[src/rtl/core/button_hold_mode_controller_assert.svh]
// ----------------------------------------------------------------------------
// Assertion macros for the button hold mode controller.
// ----------------------------------------------------------------------------
`ifndef BUTTON_HOLD_MODE_CONTROLLER_ASSERT_SVH
`define BUTTON_HOLD_MODE_CONTROLLER_ASSERT_SVH

// The consequent must hold in the same cycle as the antecedent.
`define BHMC_ASSERT_IMP(label, ck, rs, ante, cons) \
  label: assert property (@(posedge ck) disable iff (rs) (ante) |-> (cons)) \
    else $error("button hold mode controller: assertion failed");

// The consequent must hold in the cycle after the antecedent.
`define BHMC_ASSERT_NXT(label, ck, rs, ante, cons) \
  label: assert property (@(posedge ck) disable iff (rs) (ante) |=> (cons)) \
    else $error("button hold mode controller: assertion failed");

`endif

[src/rtl/core/bhmc_pkg.sv]
`timescale 1ns / 1ps
// ----------------------------------------------------------------------------
// bhmc_pkg
// Types and codes shared by the button hold mode controller modules.
// ----------------------------------------------------------------------------
package bhmc_pkg;

  typedef enum logic [2:0] {
    MODE_IDLE_DAY     = 3'd0,
    MODE_IDLE_NIGHT   = 3'd1,
    MODE_REMINDER     = 3'd2,
    MODE_NOT_YET      = 3'd3,
    MODE_ACTIVATION   = 3'd4,
    MODE_LISTENING    = 3'd5,
    MODE_DEACTIVATION = 3'd6
  } mode_t;

  localparam logic [1:0] REQ_BOOT    = 2'd0;
  localparam logic [1:0] REQ_UPDATE  = 2'd1;
  localparam logic [1:0] REQ_BACKEND = 2'd2;

  localparam logic [2:0] CFG_CLEAR_HOLD     = 3'd0;
  localparam logic [2:0] CFG_REMINDER_HOLD  = 3'd1;
  localparam logic [2:0] CFG_NOT_YET        = 3'd2;
  localparam logic [2:0] CFG_ACTIVATION     = 3'd3;
  localparam logic [2:0] CFG_LISTENING_HOLD = 3'd4;
  localparam logic [2:0] CFG_DEACTIVATION   = 3'd5;
  localparam logic [2:0] CFG_NIGHT_START    = 3'd6;
  localparam logic [2:0] CFG_NIGHT_END      = 3'd7;

  typedef struct packed {
    logic [15:0] clear_hold_ms;
    logic [15:0] reminder_hold_ms;
    logic [15:0] not_yet_ms;
    logic [15:0] activation_ms;
    logic [15:0] listening_hold_ms;
    logic [15:0] deactivation_ms;
    logic [4:0]  night_start_hour;
    logic [4:0]  night_end_hour;
  } cfg_t;

  typedef struct packed {
    logic [1:0]  req_type;
    logic [31:0] now_ms;
    logic        button;
    logic        time_valid;
    logic [4:0]  hour;
    logic [39:0] now_epoch;
    logic        has_last_yap;
    logic [39:0] last_yap_epoch;
    logic [39:0] period_start_epoch;
    logic [2:0]  backend_mode;
  } item_t;

  typedef struct packed {
    mode_t       mode;
    logic [31:0] mode_entered_ms;
    logic [31:0] press_started_ms;
    logic        button_before;
    logic        released_since_activation;
  } state_t;

  typedef struct packed {
    mode_t mode;
    logic  changed;
    logic  session_completed;
    logic  clear_requested;
  } result_t;

endpackage

[src/rtl/core/button_hold_mode_controller.sv]
// A request is held in the input register, then its result is registered.
// Throughput: one request per cycle; the input register and result register
// run as a two-stage pipeline and stall only when the result is not taken.
// Reset: synchronous rst returns the mode to idle day, clears button history
// and loads the default thresholds; no clearing pass is needed.
`timescale 1ns / 1ps
// ----------------------------------------------------------------------------
// button_hold_mode_controller
// Seven-mode controller driven by one push button, time-of-day inputs and backend requests.
// ----------------------------------------------------------------------------
module button_hold_mode_controller
  import bhmc_pkg::*;
(
  input  logic        clk,
  input  logic        rst,
  input  logic        cfg_we,
  input  logic [2:0]  cfg_index,
  input  logic [15:0] cfg_data,
  input  logic        in_valid,
  output logic        in_ready,
  input  logic [1:0]  req_type,
  input  logic [31:0] now_ms,
  input  logic        button,
  input  logic        time_valid,
  input  logic [4:0]  hour,
  input  logic [39:0] now_epoch,
  input  logic        has_last_yap,
  input  logic [39:0] last_yap_epoch,
  input  logic [39:0] period_start_epoch,
  input  logic [2:0]  backend_mode,
  output logic        out_valid,
  input  logic        out_ready,
  output logic [2:0]  mode,
  output logic        changed,
  output logic        session_completed,
  output logic        clear_requested
);

  `include "button_hold_mode_controller_assert.svh"

  cfg_t    cfg;
  item_t   in_item;
  item_t   inq;
  logic    inq_valid;
  logic    fire;
  state_t  st;
  state_t  st_next;
  result_t res_next;
  result_t res_q;

  bhmc_cfg_regs u_cfg (
    .clk       (clk),
    .rst       (rst),
    .cfg_we    (cfg_we),
    .cfg_index (cfg_index),
    .cfg_data  (cfg_data),
    .cfg       (cfg)
  );

  assign in_item.req_type           = req_type;
  assign in_item.now_ms             = now_ms;
  assign in_item.button             = button;
  assign in_item.time_valid         = time_valid;
  assign in_item.hour               = hour;
  assign in_item.now_epoch          = now_epoch;
  assign in_item.has_last_yap       = has_last_yap;
  assign in_item.last_yap_epoch     = last_yap_epoch;
  assign in_item.period_start_epoch = period_start_epoch;
  assign in_item.backend_mode       = backend_mode;

  assign fire     = inq_valid && (!out_valid || out_ready);
  assign in_ready = !inq_valid || fire;

  always_ff @(posedge clk) begin
    if (rst) begin
      inq_valid <= 1'b0;
    end else if (in_ready) begin
      inq_valid <= in_valid;
    end
  end

  always_ff @(posedge clk) begin
    if (in_valid && in_ready) begin
      inq <= in_item;
    end
  end

  bhmc_step u_step (
    .cfg     (cfg),
    .st      (st),
    .item    (inq),
    .st_next (st_next),
    .res     (res_next)
  );

  always_ff @(posedge clk) begin
    if (rst) begin
      st.mode                      <= MODE_IDLE_DAY;
      st.mode_entered_ms           <= 32'd0;
      st.press_started_ms          <= 32'd0;
      st.button_before             <= 1'b0;
      st.released_since_activation <= 1'b0;
      out_valid                    <= 1'b0;
    end else begin
      if (fire) begin
        st <= st_next;
      end
      if (fire) begin
        out_valid <= 1'b1;
      end else if (out_ready) begin
        out_valid <= 1'b0;
      end
    end
  end

  always_ff @(posedge clk) begin
    if (fire) begin
      res_q <= res_next;
    end
  end

  assign mode              = res_q.mode;
  assign changed           = res_q.changed;
  assign session_completed = res_q.session_completed;
  assign clear_requested   = res_q.clear_requested;

  `BHMC_ASSERT_IMP(a_changed_matches_mode, clk, rst, fire, res_next.changed == (st_next.mode != st.mode))
  `BHMC_ASSERT_IMP(a_session_only_from_listening, clk, rst, fire && res_next.session_completed, (st.mode == MODE_LISTENING) && (st_next.mode == MODE_DEACTIVATION))
  `BHMC_ASSERT_IMP(a_ready_when_empty, clk, rst, !inq_valid, in_ready)
  `BHMC_ASSERT_NXT(a_result_after_fire, clk, rst, fire, out_valid)

endmodule

[src/rtl/core/bhmc_cfg_regs.sv]
`timescale 1ns / 1ps
// ----------------------------------------------------------------------------
// bhmc_cfg_regs
// Threshold and night-hour registers written through the configuration port.
// ----------------------------------------------------------------------------
module bhmc_cfg_regs
  import bhmc_pkg::*;
(
  input  logic        clk,
  input  logic        rst,
  input  logic        cfg_we,
  input  logic [2:0]  cfg_index,
  input  logic [15:0] cfg_data,
  output cfg_t        cfg
);

  always_ff @(posedge clk) begin
    if (rst) begin
      cfg.clear_hold_ms     <= 16'd5000;
      cfg.reminder_hold_ms  <= 16'd1000;
      cfg.not_yet_ms        <= 16'd2000;
      cfg.activation_ms     <= 16'd2000;
      cfg.listening_hold_ms <= 16'd2000;
      cfg.deactivation_ms   <= 16'd3000;
      cfg.night_start_hour  <= 5'd22;
      cfg.night_end_hour    <= 5'd6;
    end else if (cfg_we) begin
      unique case (cfg_index)
        CFG_CLEAR_HOLD:     cfg.clear_hold_ms     <= cfg_data;
        CFG_REMINDER_HOLD:  cfg.reminder_hold_ms  <= cfg_data;
        CFG_NOT_YET:        cfg.not_yet_ms        <= cfg_data;
        CFG_ACTIVATION:     cfg.activation_ms     <= cfg_data;
        CFG_LISTENING_HOLD: cfg.listening_hold_ms <= cfg_data;
        CFG_DEACTIVATION:   cfg.deactivation_ms   <= cfg_data;
        CFG_NIGHT_START:    cfg.night_start_hour  <= cfg_data[4:0];
        CFG_NIGHT_END:      cfg.night_end_hour    <= cfg_data[4:0];
        default: ;
      endcase
    end
  end

endmodule

[src/rtl/core/bhmc_step.sv]
`timescale 1ns / 1ps
// ----------------------------------------------------------------------------
// bhmc_step
// Next-state and result logic for one request against the current state.
// ----------------------------------------------------------------------------
module bhmc_step
  import bhmc_pkg::*;
(
  input  cfg_t    cfg,
  input  state_t  st,
  input  item_t   item,
  output state_t  st_next,
  output result_t res
);

  logic        pressed;
  logic [31:0] press_start_n;
  logic        released_n;
  logic [31:0] held;
  logic [31:0] dwell;
  logic        night;
  logic        recorded;
  mode_t       resting;
  mode_t       tgt;
  logic        go;
  logic        changed;
  logic        sess;
  logic        clr;

  assign pressed       = item.button;
  assign press_start_n = (pressed && !st.button_before) ? item.now_ms : st.press_started_ms;
  assign released_n    = pressed ? st.released_since_activation : 1'b1;
  assign held          = item.now_ms - press_start_n;
  assign dwell         = item.now_ms - st.mode_entered_ms;

  assign night = item.time_valid &&
                 ((item.hour >= cfg.night_start_hour) || (item.hour < cfg.night_end_hour));

  assign recorded = item.has_last_yap && (item.period_start_epoch != 40'd0) &&
                    (item.last_yap_epoch >= item.period_start_epoch) &&
                    (item.last_yap_epoch <= item.now_epoch);

  always_comb begin
    if (!item.time_valid) begin
      resting = MODE_IDLE_DAY;
    end else if (!recorded) begin
      resting = MODE_REMINDER;
    end else begin
      resting = night ? MODE_IDLE_NIGHT : MODE_IDLE_DAY;
    end
  end

  always_comb begin
    st_next = st;
    changed = 1'b0;
    sess    = 1'b0;
    clr     = 1'b0;
    go      = 1'b0;
    tgt     = st.mode;
    unique case (item.req_type)
      REQ_BOOT: begin
        st_next.mode            = resting;
        st_next.mode_entered_ms = item.now_ms;
        changed                 = (resting != st.mode);
      end
      REQ_UPDATE: begin
        st_next.press_started_ms          = press_start_n;
        st_next.released_since_activation = released_n;
        st_next.button_before             = pressed;
        unique case (st.mode)
          MODE_IDLE_DAY, MODE_IDLE_NIGHT: begin
            go = 1'b1;
            if (pressed && (held >= {16'd0, cfg.clear_hold_ms})) begin
              clr = 1'b1;
              tgt = MODE_ACTIVATION;
            end else if (!pressed && st.button_before) begin
              tgt = MODE_NOT_YET;
            end else begin
              tgt = resting;
            end
          end
          MODE_REMINDER: begin
            if (pressed && (held >= {16'd0, cfg.reminder_hold_ms})) begin
              go  = 1'b1;
              tgt = MODE_ACTIVATION;
            end
          end
          MODE_NOT_YET: begin
            if (dwell >= {16'd0, cfg.not_yet_ms}) begin
              go  = 1'b1;
              tgt = resting;
            end
          end
          MODE_ACTIVATION: begin
            if (dwell >= {16'd0, cfg.activation_ms}) begin
              go  = 1'b1;
              tgt = MODE_LISTENING;
            end
          end
          MODE_LISTENING: begin
            if (released_n && pressed && (held >= {16'd0, cfg.listening_hold_ms})) begin
              sess = 1'b1;
              go   = 1'b1;
              tgt  = MODE_DEACTIVATION;
            end
          end
          MODE_DEACTIVATION: begin
            if (dwell >= {16'd0, cfg.deactivation_ms}) begin
              go  = 1'b1;
              tgt = night ? MODE_IDLE_NIGHT : MODE_IDLE_DAY;
            end
          end
          default: ;
        endcase
      end
      REQ_BACKEND: begin
        if ((item.backend_mode <= 3'(MODE_REMINDER)) && (st.mode <= MODE_NOT_YET)) begin
          go  = 1'b1;
          tgt = mode_t'(item.backend_mode);
        end
      end
      default: ;
    endcase

    if (go && (tgt != st.mode)) begin
      st_next.mode            = tgt;
      st_next.mode_entered_ms = item.now_ms;
      changed                 = 1'b1;
      if ((tgt == MODE_ACTIVATION) || (tgt == MODE_LISTENING) ||
          (tgt == MODE_DEACTIVATION)) begin
        st_next.released_since_activation = 1'b0;
      end
    end
  end

  assign res.mode              = st_next.mode;
  assign res.changed           = changed;
  assign res.session_completed = sess;
  assign res.clear_requested   = clr;

endmodule
[config.mk]
export PLATFORM = sky130hd
export DESIGN_NAME = button_hold_mode_controller
export DESIGN_NICKNAME = d
export VERILOG_FILES = /design/src/rtl/core/bhmc_pkg.sv /design/src/rtl/core/button_hold_mode_controller.sv /design/src/rtl/core/bhmc_cfg_regs.sv /design/src/rtl/core/bhmc_step.sv
export VERILOG_INCLUDE_DIRS = /design/src /design/src/rtl/core
export SDC_FILE = /design/constraint.sdc
export NUM_CORES = 1
export LEC_CHECK = 0
export ABC_CLOCK_PERIOD_IN_PS = 9900
export BUFFER_PORTS_ARGS = -buffer_cell sky130_fd_sc_hd__buf_2
export CORE_MARGIN = 2
export CORE_UTILIZATION = 35
export DETAILED_ROUTE_END_ITERATION = 8
export GPL_TIMING_DRIVEN = 0
export SLEW_MARGIN = 10
export SYNTH_ARGS = -nofsm -noshare
export SYNTH_HDL_FRONTEND = slang
export SYNTH_SLANG_ARGS = --single-unit
[constraint.sdc]
create_clock -name clk -period 9.9 [get_ports clk]
set_clock_uncertainty 0.2 [all_clocks]
set_input_delay 1.98 -clock clk [delete_from_list [all_inputs] [get_ports clk]]
set_output_delay 1.98 -clock clk [all_outputs]
set_load 0.005 [all_outputs]
Word level (Yosys, flattened, before mapping)

Index checks and enable logic that the tools add are counted.

Register bits after elaboration: 348
Output and inout bits: 8
Bits of input ports: 189

Equal/unequal tests: 20
Reduce and logical (&&, ||, !) cells: 42
Add/subtract/negate cells: 2
Magnitude comparators: 12
Mux-type cells: 32

Operators with widths:

| kind                                                 | count |
|---|---|
| greater-or-equal comparator 32 x 16 -> 1 bit         | 6 |
| two-way mux 35 bit                                   | 2 |
| subtractor 32 bit                                    | 2 |
| greater-or-equal comparator 40 bit                   | 1 |
| <= comparator 40 bit                                 | 1 |
| nonzero test 40 bit                                  | 1 |
| two-way mux 32 bit                                   | 1 |
| equality test 3 bit (second input constant)          | 10 |
| two-way mux 3 bit                                    | 10 |
| AND reduction 2 bit                                  | 12 |
| case mux 3 bit (6 select lines)                      | 1 |
| two-way mux 1 bit                                    | 15 |
| logical AND 1 bit                                    | 14 |
| equality test 3 x 2 -> 1 bit (second input constant) | 4 |
| equality test 3 x 1 -> 1 bit (second input constant) | 2 |
| <= comparator 3 x 2 -> 1 bit (second input constant) | 2 |
| logical NOT 3 bit                                    | 2 |
| != test 3 bit                                        | 2 |
| case mux 1 bit (6 select lines)                      | 1 |
| case mux 3 bit (2 select lines)                      | 1 |
| greater-or-equal comparator 5 bit                    | 1 |
| logical OR 1 bit                                     | 5 |
| < comparator 5 bit                                   | 1 |
| logical NOT 1 bit                                    | 4 |
| 6 further kinds                                      | 7 |

Depth between registers and ports, before layout

Gate-level depths: netlist (run 1).

Depth after elaboration: 15
Mapped depth: 33

By module

A second synthesis (run 1) with hierarchy kept.

Cells, all modules: 2629
Area, all modules: 24344.6 um^2

By module, submodules not included:

| module                      | area an instance (um^2) | seq. area each (um^2) | cells an instance | instances |
|---|---|---|---|---|
| bhmc_step                   | 11805.1                 | 0.0                   | 1765              | 1 |
| button_hold_mode_controller | 8380.5                  | 6556.3                | 480               | 1 |
| bhmc_cfg_regs               | 4159.0                  | 2122.0                | 384               | 1 |

Least setup slack after synthesis (run 1)

No wires, ideal clock.

Path kind: input to register
From: in out_ready
To: reg inq[0] (netlist bit) (enable)
Data required time: 9.156 ns
Data arrival time: 5.906 ns
Setup time: 0.544 ns
Slack: 3.249 ns
Cell stages on the path: 3
Cell sequence: nor2b_1 -> nand2_1 -> and2_1

Longest elaborated chain between the ends: 4

Ends and longest elaborated chain:

| what                   | line                              | text |
|---|---|---|
| start: declaration     | button_hold_mode_controller.sv:32 | `input logic out_ready,` |
| logical OR 1 bit       | button_hold_mode_controller.sv:71 | `assign fire = inq_valid && (!out_valid \|\| out_ready);` |
| logical AND 1 bit      | button_hold_mode_controller.sv:71 |  |
| logical OR 1 bit       | button_hold_mode_controller.sv:72 | `assign in_ready = !inq_valid \|\| fire;` |
| via in_ready           | button_hold_mode_controller.sv:20 | `output logic in_ready,` |
| logical AND 1 bit      | button_hold_mode_controller.sv:83 | `if (in_valid && in_ready) begin` |
| end signal: assignment | button_hold_mode_controller.sv:84 | `inq <= in_item;` |
| end: declaration       | button_hold_mode_controller.sv:43 | `item_t inq;` |

The timed path passes the listed nets, and every way through them passes these cells.
A chain may end at the register's enable or synchronous reset.

Worst setup path after layout (run 1)

From: reg inq[130] (netlist bit)
To: reg st[61] (netlist name)

Longest elaborated chain between the ends: 12
Elaborated cells on any way between the ends: 28
Those cells by class: add/sub: 1; order compare: 3; eq/ne: 1; mux: 13; reduce/logical: 10

Ends and longest elaborated chain:

| what                                                            | line                                               | text |
|---|---|---|
| logical AND 1 bit                                               | bhmc_step.sv:31                                    | `assign press_start_n = (pressed && !st.button_before) ? item.now_ms : st.press_started_ms;` |
| two-way mux 32 bit                                              | bhmc_step.sv:31                                    |  |
| subtractor 32 bit                                               | bhmc_step.sv:33                                    | `assign held = item.now_ms - press_start_n;` |
| greater-or-equal comparator 32 x 16 -> 1 bit (on tied branches) | bhmc_step.sv:101, bhmc_step.sv:73, bhmc_step.sv:83 |  |
| logical AND 1 bit (on tied branches)                            | bhmc_step.sv:101, bhmc_step.sv:73, bhmc_step.sv:83 |  |
| two-way mux 3 bit (on tied branches)                            | bhmc_step.sv:101, bhmc_step.sv:73, bhmc_step.sv:83 |  |
| case mux 3 bit (6 select lines)                                 | bhmc_step.sv:70                                    | `unique case (st.mode)` |
| case mux 3 bit (2 select lines)                                 | bhmc_step.sv:60                                    | `unique case (item.req_type)` |
| != test 3 bit                                                   | bhmc_step.sv:125                                   | `if (go && (tgt != st.mode)) begin` |
| logical AND 1 bit (*)                                           | bhmc_step.sv:125                                   |  |
| nonzero test 2 bit (no line)                                    | n/a                                                |  |
| AND reduction 2 bit (no line)                                   | n/a                                                |  |

Mark *: on every way between the ends. The rest lies on a longest branch, timed or not.

==> flow_summary.ini, run 1 <==
[synthesis]
postSynthCellCount = 2418
ys_seq_area_share_pct = 39.45
synth.avg_cell_area_um2 = 9.097
synth_cell_types = 96
ys_seq_elements = 348
yosysTopAreaCell = edfxtp_1
synth_edf_count = 171
syn-cell-area_mm2 = 0.02200
ys.flop_type = dfxtp_1
synthTopCellsByCount = nand2_1, inv_1, ha_1
synth_top_area_share_pct = 23.34
syn_nets = 2848
synthArstFlopShare_pct = 0
yosysWarnings = 0
synthTopCellsByArea = edfxtp_1, dfxtp_1, ha_1
synth_most_common_cell = nand2_1

[floorplan]
die_area_mm2 = 0.06487
die_h_um = 254.7
initial_core_util_pct = 35.51
ios = 197
std_cell_rows = 91
core_region_area_mm2 = 0.06194
die_width_um = 254.7

[timing]
tightest_slew_ns = 1.095
fin_setup_tns_ns = 0
hold_violations = 0
finalSetupViolations = 0
slew_headroom_pct = 26.20
min_period_ns = 8.801
fmax_mhz = 113.6
rsz0062_at_grt = no
setup_ws_ns = 1.099
drv_slew = 0
finalCritPeriodShare_pct = 88.90

[finish]
layout-drive-gt1-share_pct = 11.43
nFillCells = 6123
syn2layout_area_growth_pct = 16.08
layout.nets = 3081

[min_path]
hold_class = flip-flop to flip-flop
min_path_cells = 2

[clocking]
clockBufferDepth = 3
cts_max_level = 2
clk_latency_ns = 0.57
cts_root_buf = clkbuf_16
clock_sinks = 348
cts_tree = built
ctsHoldBuffers = 0
cts-buffers-inserted = 43
post_cts_buffers = 0
cts_resized = 0
cts.reportedPaths.clkPinSlew_ns = 0.06

[route]
drt-initial-drc-count = 1186
drtAntennaViolNets = 0
drc_errors = 0
wl_um = 64510
wl_per_cell_um = 18.30
post_drt_via_cell_ratio = 5.252
vias = 18510
dr.pass1.iters = 8

[grt]
grt_overflow = 0
grt_max_degree = 65
grt_pass1_wl_um = 99320
first_global_vias = 18270
antenna_found_initial = 10
grt.total_usage_pct = 19.65

[critical_path]
cp.required_ns = 10.12
worst-path-max-fanout = 10
ff2ff_setup_slack_ns = 1.10
path_class = flip-flop to flip-flop
cp.arrival_ns = 9.02
start_kind = flip-flop
worstSetupEndpointType = flip-flop
r2r.worst_path.cells = 27

[placement]
port_buffers = 186
dp_hpwl_um = 50850
globalplace.congestion = 0.9387
dp_worst_setup_slack_ns = 1.231

[pwr]
finalPower_mw = 4.061
leakage_nw = 10.59
powerDensity_mw_per_mm2 = 159.0
ir_worst_vdd_v = 0.0001540

[run_status]
status = completed

[run]
cap_viol_max_count = 0
[critical path, stage by stage (launching register included)]
cell,delay [ns]
edfxtp_1,0.34
buf_6,0.15
nor2b_4,0.27
buf_1,0.40
buf_1,0.68
buf_1,0.55
mux2i_1,0.20
ha_1,0.31
clkbuf_1,0.30
nand2_1,0.21
o31ai_2,0.61
a21oi_1,0.17
xnor2_1,0.59
ha_1,0.37
nand4_1,0.12
nor2_1,0.07
a21oi_1,0.14
o211ai_1,0.10
a31oi_1,0.52
nor3b_1,0.23
o2bb2a_1,0.23
nor2_1,0.12
a211oi_2,0.11
mux2i_1,0.19
o41ai_4,0.80
a21oi_4,0.27
buf_6,0.24
mux2i_1,0.13
[worst paths after layout]
kind                   endpoint           from
setup / recovery         st[61]       inq[130]
hold / removal    u_cfg.cfg[95]  u_cfg.cfg[95]
setup reg to reg         st[61]       inq[130]
hold reg to reg   u_cfg.cfg[95]  u_cfg.cfg[95]
[metal layers]
layer	up-vias	routed length [um]	track usage (%)
li1	9145	-	-
met2	593	29960	33.40
met1	8644	28230	24.81
met3	120	4173	3.756
met4	10	2089	6.934
met5	-	54	0
[layout make-up]
class	instances	area [um^2]	area share (%)
well taps	837	1047	4.102
clock buffers	55	1171	4.587
diodes	3	7.507	0.02940
flip-flops and latches	348	8678	33.99
plain buffers	102	431.7	1.691
repair buffers	188	985.9	3.861
inverters	243	912.1	3.572
clock inverters	24	315.3	1.235
multi-input cells	1725	11980	46.93
[cells in the final DEF (no fill, tap or decap), types with 7 or more instances in the layout]
cell / synthesis / routed
o211ai_1: 19 / 19
or3_1: 14 / 14
xor2_1: 12 / 12
xnor2_1: 32 / 32
nor4_1: 24 / 24
a211o_1: 38 / 38
clkbuf_1: 79 / 86
clkbuf_16: 0 / 43
and2_1: 11 / 10
clkinv_2: 0 / 8
nand2_1: 258 / 258
nand3_1: 37 / 37
mux2i_1: 68 / 68
edfxtp_1: 171 / 171
inv_1: 243 / 243
nor3_1: 28 / 28
buf_2: 9 / 195
nor2_1: 151 / 151
a21o_1: 88 / 88
a21oi_1: 206 / 206
and3_1: 11 / 11
o21ai_0: 71 / 71
a211oi_1: 39 / 39
and4_1: 7 / 7
nor2b_1: 35 / 35
dfxtp_1: 177 / 177
o21a_1: 20 / 20
o21ai_1: 8 / 8
o31ai_1: 8 / 8
nand2b_1: 101 / 101
a31oi_1: 17 / 17
nand4_1: 46 / 46
ha_1: 240 / 240
[cell families (layout without fill, tap and decap cells)]
kind of cell	Yosys count	count (layout)	share of synthesized area, %
simple gates	752	752	16.75
other cells	0	3	0
flops	348	348	39.45
mux	72	72	3.299
buf+inv	345	612	6.109
fa+ha+maj	242	242	13.79
xor+xnor	44	44	1.752
compound gates	615	615	18.85
[through the flow]
step                      hold slack (ns)  cells  util (%)  cell area, um^2
after floorplan                    0.2354   2418         -            22000
after global placement             0.2437   3441     38.71            23970
after detailed placement           0.2496   3443     38.81            24040
after CTS                          0.2576   3522     41.21            25530
after global routing               0.2742   3523     41.21            25530
final                              0.2561   3525     41.22            25530
[sequential cells by signal, indices dropped and copies added, names as in the netlist]
| signal | count |
|---|---|
| inq | 165 |
| inq_valid | 1 |
| out_valid | 1 |
| u_cfg.cfg | 106 |
| mode | 3 |
| clear_requested | 1 |
| changed | 1 |
| st | 69 |
| session_completed | 1 |
[power by group]
| part | switching [mW] | total (mW) | internal [mW] |
|---|---|---|---|
| sequential | 0.0428 | 1.62 | 1.58 |
| clock | 0.652 | 1.65 | 1.00 |
| combinational | 0.478 | 0.785 | 0.307 |
No activity file was read; power rests on OpenSTA's default activity.
==> run 2, diff against run 1 <==
--- a/config.mk
+++ b/config.mk
@@ -6,12 +6,13 @@
 export SDC_FILE = /design/constraint.sdc
 export NUM_CORES = 1
 export LEC_CHECK = 0
-export ABC_CLOCK_PERIOD_IN_PS = 9900
+export ABC_CLOCK_PERIOD_IN_PS = 8200
 export BUFFER_PORTS_ARGS = -buffer_cell sky130_fd_sc_hd__buf_2
 export CORE_MARGIN = 2
 export CORE_UTILIZATION = 35
 export DETAILED_ROUTE_END_ITERATION = 8
 export GPL_TIMING_DRIVEN = 0
+export HOLD_SLACK_MARGIN = 0.15
 export SLEW_MARGIN = 10
 export SYNTH_ARGS = -nofsm -noshare
 export SYNTH_HDL_FRONTEND = slang
==> constraint.sdc (replaced) <==
create_clock -name clk -period 8.2 [get_ports clk]
set_clock_uncertainty 0.2 [all_clocks]
set_input_delay 1.64 -clock clk [delete_from_list [all_inputs] [get_ports clk]]
set_output_delay 1.64 -clock clk [all_outputs]
set_load 0.005 [all_outputs]
==> run 2 against run 1 <==
- final area grew 0.13%
- flip-flop and latch count is the same
- setup slack lost 0.68 ns
- critical endpoint unchanged
==> flow_summary.ini, run 2 (same netlist as run 1, synthesis figures left out) <==
[critical_path]
path_class = flip-flop to flip-flop
cp.arrival_ns = 8.04
slowest_delay_ns = 0.41
worst-path-max-fanout = 10
cp.required_ns = 8.46
worstSetupEndpointType = flip-flop
start_kind = flip-flop
crit_slowest_cell = a21oi_4

[route]
drc_errors = 0
post_drt_via_cell_ratio = 5.237
wl_um = 64520
wl_per_cell_um = 18.29
dr.pass1.iters = 5
drtAntennaViolNets = 0
drt-initial-drc-count = 1278
vias = 18470

[floorplan]
core_region_area_mm2 = 0.06194
initial_core_util_pct = 35.51
die_width_um = 254.7
std_cell_rows = 91
die_h_um = 254.7
ios = 197
die_area_mm2 = 0.06487

[timing]
hold_violations = 0
fmax_mhz = 128.5
finalCritPeriodShare_pct = 94.87
drv_slew = 0
tightest_slew_ns = 1.130
fin_setup_tns_ns = 0
finalSetupViolations = 0
min_period_ns = 7.779
slew_headroom_pct = 23.87
rsz0062_at_grt = no

[grt]
grt_overflow = 0
grt_pass1_wl_um = 99310
first_global_vias = 18280
grt_max_degree = 65
grt.total_usage_pct = 19.65
antenna_found_initial = 10

[pwr]
powerDensity_mw_per_mm2 = 192.0
leakage_nw = 10.61
ir_worst_vdd_v = 0.0001860
finalPower_mw = 4.910

[clocking]
cts.reportedPaths.clkPinSlew_ns = 0.06
clk_latency_ns = 0.57
cts_max_level = 2
cts-buffers-inserted = 43
clockBufferDepth = 3
clock_sinks = 348
ctsHoldBuffers = 0
cts_root_buf = clkbuf_16
cts_tree = built

[run]
cap_viol_max_count = 0

[finish]
nFillCells = 6121
regArea_mm2 = 0.008678
layout.nets = 3083
multi_input_area_mm2 = 0.01200
layout-drive-gt1-share_pct = 11.69
syn2layout_area_growth_pct = 16.23
reg.largest.list = inq: 165 flops, u_cfg.cfg: 106 flops, st: 69 flops
layout_commonest_cell = nand2_1
top_register = inq
final_cell_mix = nand2_1, inv_1, ha_1
largest_reg_flops = 165

[min_path]
hold_class = flip-flop to flip-flop

[placement]
dp_hpwl_um = 50850
globalplace.congestion = 0.9387
port_buffers = 186

[run_status]
status = completed
run 2: changes by cell type in the layout (fill, tap and decap cells not counted), sizes merged:
cell / change
clkbuf: +1
buf: +1
run 2: path summary, 6_finish.rpt:
check                 from             to  slack (ns)  cells past startpoint
max               inq[130]         st[61]        0.42                     33
min          u_cfg.cfg[95]  u_cfg.cfg[95]        0.25                      2
max reg2reg       inq[130]         st[61]        0.42                     33
min reg2reg  u_cfg.cfg[95]  u_cfg.cfg[95]        0.25                      2
run 2: worst max-delay path, delay by kind of cell, from the launching register on:
kind | cells | cell delay [ns]
flops | 1 | 0.38
simple gates | 6 | 0.67
xor+xnor | 1 | 0.29
compound gates | 15 | 3.21
buf+inv | 6 | 1.58
mux | 2 | 0.53
fa+ha+maj | 3 | 0.81
run 2: routing by layer:
metal	wire length (um)	share of wire [%]	GRT usage [%]
met5	54	0.084	0
met4	2158	3.3	6.984
met3	4335	6.7	3.756
met2	29930	46	33.40
met1	28040	43	24.79
run 2: area by class of cell:
class / instances / share of cell area [%]
multi-input cells: 1725 / 46.93
flip-flops and latches: 348 / 33.95
clock buffers: 55 / 4.581
well taps: 837 / 4.096
repair buffers: 190 / 3.915
inverters: 243 / 3.568
plain buffers: 102 / 1.703
clock inverters: 24 / 1.233
diodes: 3 / 0.02936
run 2: what timing repair did:
| action | 4_1_cts | 5_1_grt |
|---|---|---|
| setup buffers | 2 | 0 |
| setup endpoints to repair | 39 | 40 |
| gates cloned | 0 | 0 |
| pin swaps | 1 | 1 |
| gates resized for setup | 1 | 6 |
run 2: through the flow:
stage          setup slack (ns)  instance area [um^2]  utilization, %  hold WS [ns]  instances
5_1_grt                0.009241                 25560           41.27        0.2742       3525
2_1_floorplan             1.745                 22000               -        0.2354       2418
3_5_place_dp            -0.4685                 24040           38.81        0.2496       3443
6_report                 0.4205                 25570           41.28        0.2550       3527
4_1_cts                 0.04752                 25540           41.24        0.2576       3524
3_3_place_gp            -0.3023                 23970           38.71        0.2437       3441
run 2: where the power goes:
part | total [mW] | internal, mW | leakage, nW | switching, mW
Sequential | 1.96 | 1.91 | 3.11 | 0.0515
Combinational | 0.954 | 0.374 | 6.77 | 0.580
Clock | 2.00 | 1.21 | 0.735 | 0.789
